**src/rtl/pso_pkg.sv**
```systemverilog
`default_nettype none

package pso_pkg;

  typedef enum logic [2:0] {
    CMD_SYNC         = 3'd0,
    CMD_FOLLOW_UP    = 3'd1,
    CMD_DELAY_RESP   = 3'd2,
    CMD_DELAY_REQ_TX = 3'd3
  } cmd_t;

  typedef enum logic {
    KIND_REQUEST = 1'b0,
    KIND_OFFSET  = 1'b1
  } kind_t;

  localparam logic [29:0] NS_PER_SEC = 30'd1000000000;
  localparam logic [7:0]  ID_FILL_HI = 8'hFF;
  localparam logic [7:0]  ID_FILL_LO = 8'hFE;

  typedef struct packed {
    logic upd_sync;
    logic upd_origin;
    logic issue;
    logic upd_departure;
    logic resp;
  } decision_t;

  function automatic logic [63:0] own_identity(input logic [47:0] mac);
    own_identity = {mac[47:24], ID_FILL_HI, ID_FILL_LO, mac[23:0]};
  endfunction

endpackage

`default_nettype wire

```
**src/rtl/pso_decide.sv**
```systemverilog
`default_nettype none

module pso_decide (
  input  wire logic                clk,
  input  wire logic                rst,
  input  wire logic                advance,
  input  wire logic [2:0]          cmd,
  input  wire logic [15:0]         sequence_id,
  input  wire logic [63:0]         source_clock,
  input  wire logic [63:0]         requesting_clock,
  input  wire logic [63:0]         own_clock,
  output pso_pkg::decision_t       dec
);

  logic        master_locked;
  logic        master_locked_next;
  logic [63:0] master_identity;
  logic [63:0] master_identity_next;
  logic [15:0] sync_sequence;
  logic [15:0] sync_sequence_next;
  logic [15:0] followup_sequence;
  logic [15:0] followup_sequence_next;
  logic        request_issued;
  logic        request_issued_next;
  logic [63:0] issued_clock;
  logic [63:0] issued_clock_next;

  always_comb begin
    dec                    = '0;
    master_locked_next     = master_locked;
    master_identity_next   = master_identity;
    sync_sequence_next     = sync_sequence;
    followup_sequence_next = followup_sequence;
    request_issued_next    = request_issued;
    issued_clock_next      = issued_clock;
    unique case (pso_pkg::cmd_t'(cmd))
      pso_pkg::CMD_SYNC: begin
        if (!master_locked) begin
          master_locked_next   = 1'b1;
          master_identity_next = source_clock;
        end
        if (!master_locked || source_clock == master_identity) begin
          sync_sequence_next = sequence_id;
          dec.upd_sync       = 1'b1;
        end
      end
      pso_pkg::CMD_FOLLOW_UP: begin
        if (master_locked && source_clock == master_identity) begin
          followup_sequence_next = sequence_id;
          dec.upd_origin         = 1'b1;
          if (sequence_id == sync_sequence) begin
            request_issued_next = 1'b1;
            issued_clock_next   = own_clock;
            dec.issue           = 1'b1;
          end
        end
      end
      pso_pkg::CMD_DELAY_RESP: begin
        if (request_issued && requesting_clock == issued_clock &&
            sequence_id == followup_sequence) begin
          dec.resp = 1'b1;
        end
      end
      pso_pkg::CMD_DELAY_REQ_TX: begin
        dec.upd_departure = 1'b1;
      end
      default: begin
      end
    endcase
  end

  always_ff @(posedge clk) begin
    if (rst) begin
      master_locked     <= 1'b0;
      master_identity   <= '0;
      sync_sequence     <= '0;
      followup_sequence <= '0;
      request_issued    <= 1'b0;
      issued_clock      <= '0;
    end else if (advance) begin
      master_locked     <= master_locked_next;
      master_identity   <= master_identity_next;
      sync_sequence     <= sync_sequence_next;
      followup_sequence <= followup_sequence_next;
      request_issued    <= request_issued_next;
      issued_clock      <= issued_clock_next;
    end
  end

endmodule

`default_nettype wire

```
**src/rtl/ptp_slave_offset_tracker_core.sv**
```systemverilog
`default_nettype none

// PTPv2 ordinary-clock slave: takes one parsed event request per cycle while item_stall
// is low, and returns delay-request orders and clock offsets in event order. An event
// passes a five-stage pipeline (input register, decision and timestamp multiply,
// timestamp sum and time-state update, delay difference, offset halving) before the
// result register; events that cause no result are dropped at the end. The pipeline
// only holds when the result register is full and stalled, and empty stages close up,
// so a stalled result does not block new events at once.
module ptp_slave_offset_tracker_core (
  input  wire logic               clk,
  input  wire logic               rst,
  input  wire logic               mac_write_enable,
  input  wire logic [47:0]        station_mac,
  input  wire logic               item_valid,
  output logic                    item_stall,
  input  wire logic [2:0]         cmd,
  input  wire logic [15:0]        sequence_id,
  input  wire logic [63:0]        source_clock,
  input  wire logic [63:0]        requesting_clock,
  input  wire logic [7:0]         domain,
  input  wire logic [47:0]        message_seconds,
  input  wire logic [29:0]        message_nanoseconds,
  input  wire logic [63:0]        local_stamp_ns,
  output logic                    result_valid,
  input  wire logic               result_stall,
  output logic                    result_kind,
  output logic [15:0]             request_sequence,
  output logic [7:0]              request_domain,
  output logic [63:0]             own_clock,
  output logic signed [63:0]      offset_ns
);

  logic [47:0] mac;

  logic        en1, en2, en3, en4, en5, en_out;

  logic        v1;
  logic [2:0]  cmd1;
  logic [15:0] seq1;
  logic [63:0] src1;
  logic [63:0] req1;
  logic [7:0]  dom1;
  logic [47:0] sec1;
  logic [29:0] ns1;
  logic [63:0] loc1;
  logic [63:0] own1;
  pso_pkg::decision_t dec1;

  logic        v2;
  pso_pkg::decision_t dec2;
  logic [15:0] seq2;
  logic [7:0]  dom2;
  logic [63:0] own2;
  logic [63:0] loc2;
  logic [31:0] pphi2;
  logic [61:0] pplo2;
  logic [29:0] ns2;

  logic        v3;
  pso_pkg::decision_t dec3;
  logic [15:0] seq3;
  logic [7:0]  dom3;
  logic [63:0] own3;
  logic [63:0] loc3;
  logic [63:0] msg3;

  logic [63:0] origin_time;
  logic [63:0] sync_arrival;
  logic [63:0] request_departure;

  logic        v4;
  logic        issue4;
  logic        resp4;
  logic [15:0] seq4;
  logic [7:0]  dom4;
  logic [63:0] own4;
  logic [63:0] diff1_4;
  logic [63:0] diff2_4;

  logic        v5;
  logic        issue5;
  logic        resp5;
  logic [15:0] seq5;
  logic [7:0]  dom5;
  logic [63:0] own5;
  logic [63:0] d5;

  logic [63:0] neg_d5;
  logic [63:0] neg_half5;
  logic [63:0] offset5;

  assign en_out     = !result_valid || !result_stall;
  assign en5        = !v5 || en_out;
  assign en4        = !v4 || en5;
  assign en3        = !v3 || en4;
  assign en2        = !v2 || en3;
  assign en1        = !v1 || en2;
  assign item_stall = !en1;

  always_ff @(posedge clk) begin
    if (rst) begin
      mac <= '0;
    end else if (mac_write_enable) begin
      mac <= station_mac;
    end
  end

  always_ff @(posedge clk) begin
    if (rst) begin
      v1 <= 1'b0;
    end else if (en1) begin
      v1 <= item_valid;
    end
  end

  always_ff @(posedge clk) begin
    if (en1) begin
      cmd1 <= cmd;
      seq1 <= sequence_id;
      src1 <= source_clock;
      req1 <= requesting_clock;
      dom1 <= domain;
      sec1 <= message_seconds;
      ns1  <= message_nanoseconds;
      loc1 <= local_stamp_ns;
    end
  end

  assign own1 = pso_pkg::own_identity(mac);

  pso_decide u_decide (
    .clk              (clk),
    .rst              (rst),
    .advance          (v1 && en2),
    .cmd              (cmd1),
    .sequence_id      (seq1),
    .source_clock     (src1),
    .requesting_clock (req1),
    .own_clock        (own1),
    .dec              (dec1)
  );

  always_ff @(posedge clk) begin
    if (rst) begin
      v2 <= 1'b0;
    end else if (en2) begin
      v2 <= v1;
    end
  end

  // Only the low 32 bits of the high product matter, since it is shifted up by 32.
  always_ff @(posedge clk) begin
    if (en2) begin
      dec2  <= dec1;
      seq2  <= seq1;
      dom2  <= dom1;
      own2  <= own1;
      loc2  <= loc1;
      pphi2 <= {16'd0, sec1[47:32]} * {2'd0, pso_pkg::NS_PER_SEC};
      pplo2 <= {30'd0, sec1[31:0]} * {32'd0, pso_pkg::NS_PER_SEC};
      ns2   <= ns1;
    end
  end

  always_ff @(posedge clk) begin
    if (rst) begin
      v3 <= 1'b0;
    end else if (en3) begin
      v3 <= v2;
    end
  end

  always_ff @(posedge clk) begin
    if (en3) begin
      dec3 <= dec2;
      seq3 <= seq2;
      dom3 <= dom2;
      own3 <= own2;
      loc3 <= loc2;
      msg3 <= {pphi2, 32'd0} + {2'd0, pplo2} + {34'd0, ns2};
    end
  end

  always_ff @(posedge clk) begin
    if (rst) begin
      origin_time       <= '0;
      sync_arrival      <= '0;
      request_departure <= '0;
    end else if (v3 && en4) begin
      if (dec3.upd_sync) begin
        sync_arrival <= loc3;
      end
      if (dec3.upd_origin) begin
        origin_time <= msg3;
      end
      if (dec3.issue) begin
        request_departure <= '0;
      end else if (dec3.upd_departure) begin
        request_departure <= loc3;
      end
    end
  end

  always_ff @(posedge clk) begin
    if (rst) begin
      v4 <= 1'b0;
    end else if (en4) begin
      v4 <= v3;
    end
  end

  always_ff @(posedge clk) begin
    if (en4) begin
      issue4  <= dec3.issue;
      resp4   <= dec3.resp;
      seq4    <= seq3;
      dom4    <= dom3;
      own4    <= own3;
      diff1_4 <= sync_arrival - origin_time;
      diff2_4 <= msg3 - request_departure;
    end
  end

  always_ff @(posedge clk) begin
    if (rst) begin
      v5 <= 1'b0;
    end else if (en5) begin
      v5 <= v4;
    end
  end

  always_ff @(posedge clk) begin
    if (en5) begin
      issue5 <= issue4;
      resp5  <= resp4;
      seq5   <= seq4;
      dom5   <= dom4;
      own5   <= own4;
      d5     <= diff1_4 - diff2_4;
    end
  end

  // The offset is the negated delay difference halved toward zero.
  assign neg_d5    = 64'd0 - d5;
  assign neg_half5 = 64'd0 - {1'b0, d5[63:1]};
  assign offset5   = neg_d5[63] ? neg_half5 : {1'b0, neg_d5[63:1]};

  always_ff @(posedge clk) begin
    if (rst) begin
      result_valid <= 1'b0;
    end else if (en_out) begin
      result_valid <= v5 && (issue5 || resp5);
    end
  end

  always_ff @(posedge clk) begin
    if (en_out) begin
      if (resp5) begin
        result_kind      <= pso_pkg::KIND_OFFSET;
        request_sequence <= '0;
        request_domain   <= '0;
        own_clock        <= '0;
        offset_ns        <= offset5;
      end else begin
        result_kind      <= pso_pkg::KIND_REQUEST;
        request_sequence <= seq5;
        request_domain   <= dom5;
        own_clock        <= own5;
        offset_ns        <= '0;
      end
    end
  end

endmodule

`default_nettype wire
```
**config.mk**
```make
export PLATFORM = sky130hd
export DESIGN_NAME = ptp_slave_offset_tracker_core
export DESIGN_NICKNAME = d
export VERILOG_FILES = /design/src/rtl/pso_pkg.sv /design/src/rtl/pso_decide.sv /design/src/rtl/ptp_slave_offset_tracker_core.sv
export SDC_FILE = /design/constraint.sdc
export NUM_CORES = 2
export LEC_CHECK = 0
export BUFFER_PORTS_ARGS = -buffer_cell sky130_fd_sc_hd__buf_2
export CORE_ASPECT_RATIO = 0.9
export CORE_MARGIN = 2
export CORE_UTILIZATION = 48
export CTS_BUF_LIST = sky130_fd_sc_hd__clkbuf_4 sky130_fd_sc_hd__clkbuf_8
export DETAILED_ROUTE_END_ITERATION = 8
export GPL_TIMING_DRIVEN = 1
export HOLD_SLACK_MARGIN = 0.03
export PLACE_DENSITY = 0.68
export SKIP_CTS_REPAIR_TIMING = 1
export SLEW_MARGIN = 10
export SYNTH_ARGS = -nofsm -noshare
export SYNTH_HDL_FRONTEND = slang
export SYNTH_HIERARCHICAL = 1
export SYNTH_SLANG_ARGS = --single-unit
```
**constraint.sdc**
```tcl
create_clock -name clk -period 21.5 [get_ports clk]
set_input_delay 4.3 -clock clk [delete_from_list [all_inputs] [get_ports clk]]
set_output_delay 4.3 -clock clk [all_outputs]
set_load 0.02 [all_outputs]
```
==> results.txt <==
DR WL/cell = 19.2 um
Final Setup Violations = 0
Setup CP Type = in -> out
Tmin final = 11250 ps
Netlist cell types = 93
Yosys reg bits = 1635
Slew HR = 23.6%
dpl hpwl = 156000 um
Post-synth top cells = edfxtp_1, inv_1, a21oi_1
CTS buffer count = 284
Avg Cell Area, Syn = 11.6 um^2
DIE AREA = 0.186 mm^2
final hold violations = 0
CP endpoint kind = output pin
core footprint = 0.181 mm^2
hold path cells = 0
Tot GR Track Use = 22.0%
top cell type's share of synthesized area = 42.2%
Max Clock Skew = 106 ps
global placement routability congestion = 0.925
nets = 9443
CP Max Fanout = 43
clk_lat worst skew = 1010 ps
outcome = finished clean
WL final = 206000 um
register area = 0.0450 mm^2
fmax = 88.9 MHz
Max-cap violations = 0
Via density = 5.23
ys async rst share = 0%
CTS Buffer Depth = 4
Multi-input gate area = 0.0381 mm^2
Top Ports = 505
Root Driver = clkbuf_8
Starting Density = 48.3%
post-synth top area cell = edfxtp_1
Clock Sinks = 1635
slew at the pin with the worst max-slew slack = 1120 ps
Residual DRC = 0
IO Port Bufs = 503
Die Wd = 454 um
Pwr Density = 157 mW/mm^2
largest net degree at the start of global routing = 211
post-route ant nets = 0
Syn. warnings = 6
Critical Path AT = 6950 ps
Reg clk slew, reported paths = 60 ps
share of layout cells above drive strength 1 = 12.8%
Post-Syn Area = 0.0874 mm^2
CTS tree = done
fillcell total = 15300
die height = 409 um
Peak VDD IR = 0.280 mV
DR pass1 iterations = 8
Cells after Synth = 7506
Most used DFF post-synth = edfxtp_1
Fin Setup TNS = 0 ps
Seq/Total Area, Yosys = 51.5%
Layout area overhead = 12.1%
global-route wire length before repair = 318000 um
Max Slew Vio Count = 0
initial antenna violation count = 42
CTS H-Tree Depth = 5
FF-to-FF path depth = 21
RSZ-0062 raised after global routing = false
Cell Rows = 148
final worst path period share = 52.3%
P_leak = 41.9 nW
Congestion Overflow GR = 0
Hold WS = 387 ps
Synth area leaders = edfxtp_1, dfxtp_1, fa_1
most numerous cell in the Yosys netlist = edfxtp_1
DR vias = 56100
final core occ = 54.2%
worst hold path type = reg -> reg
CP startpoint kind = primary input
Detailed Route Iter0 Violations = 3949
number of global-route vias before repair = 55700
Post-synth EDFFs = 1227
CP required = 17200 ps
[placed cells by master, fill, tap and decap left out, types with 12 or more instances in the layout]
cell type / n
edfxtp_1: 1227
inv_1: 892
a21oi_1: 604
nand2_1: 600
ha_1: 593
buf_2: 502
dfxtp_1: 408
fa_1: 393
nor2_1: 371
xnor2_1: 344
clkbuf_8: 307
nand2b_1: 200
o21ai_0: 169
a21o_1: 167
xor2_1: 166
mux2i_1: 133
nor2b_1: 114
clkbuf_4: 95
nand3_1: 89
nand4_1: 89
nor3b_1: 89
nor3_1: 72
o21bai_1: 48
o21a_1: 43
nor4_1: 43
clkinv_1: 38
a31oi_1: 37
and3_1: 34
buf_4: 30
a211oi_1: 24
o211ai_1: 24
or3_1: 24
diode_2: 20
and2_1: 20
or2_2: 20
o31ai_1: 20
clkinv_2: 18
conb_1: 17
o221ai_1: 16
clkinvlp_4: 12
[worst max-delay path, stage by stage]
cell	delay (ps)
buf_2	110
and3_1	320
nand2_4	400
nor2_1	750
nand3_4	620
inv_1	190
buf_2	200
[cell type report]
class	count	area share (%)
Timing Repair Buffer	535	2.85
Antenna cell	20	0.0511
Tap cell	2400	3.06
Clock buffer	402	5.04
Sequential cell	1635	45.9
Inverter	895	3.44
Clock inverter	82	0.693
Multi-Input combinational cell	4756	38.9
[worst paths after layout]
check                    start    endpoint  slack [ps]
setup / recovery  result_stall  item_stall       10250
hold / removal         seq3[7]     seq4[7]         390
setup reg to reg       sec1[1]   pplo2[53]       13910
hold reg to reg        seq3[7]     seq4[7]         390
[kinds of logic (layout without fill, tap and decap cells)]
kind of cell / Yosys count / in the layout / share of synthesized area (%)
AND/OR/NAND/NOR: 1844 / 1844 / 10.6
flip-flops: 1635 / 1635 / 51.5
AO/OA/AOI/OAI: 1265 / 1265 / 8.77
buffers and inverters: 1130 / 1914 / 5.01
adder cells (fa/ha/maj): 986 / 986 / 17.5
XOR/XNOR: 510 / 510 / 5.11
multiplexers: 134 / 134 / 1.54
other: 2 / 37 / 0.00859
[power breakdown]
| group | switching, mW | total [mW] | internal (mW) |
|---|---|---|---|
| Combinational | 4.91 | 8.17 | 3.26 |
| Clock | 1.21 | 2.82 | 1.61 |
| Sequential | 0.252 | 4.42 | 4.17 |
[layer usage]
layer  up-vias  GRT usage, %  part of all wire, %
met5         -             0                0.025
met4         8          8.05                  3.4
met3       391          3.21                  5.0
met2      1545          34.6                   46
met1     26900          31.1                   46
li1      27200             -                    -
[through the flow]
stage | cell area, um^2 | cells | total power [mW] | worst slack, ps
2_1_floorplan | 87500 | 7521 | 10.2 | 2180
3_3_place_gp | 92300 | 10200 | 12.5 | 10270
3_5_place_dp | 92300 | 10200 | 12.6 | 10220
4_1_cts | 97900 | 10700 | 15.5 | 10210
5_1_grt | 98000 | 10700 | 16.7 | 10090
6_report | 98000 | 10700 | 15.4 | 10250
Power figures use the tool's default switching activity.
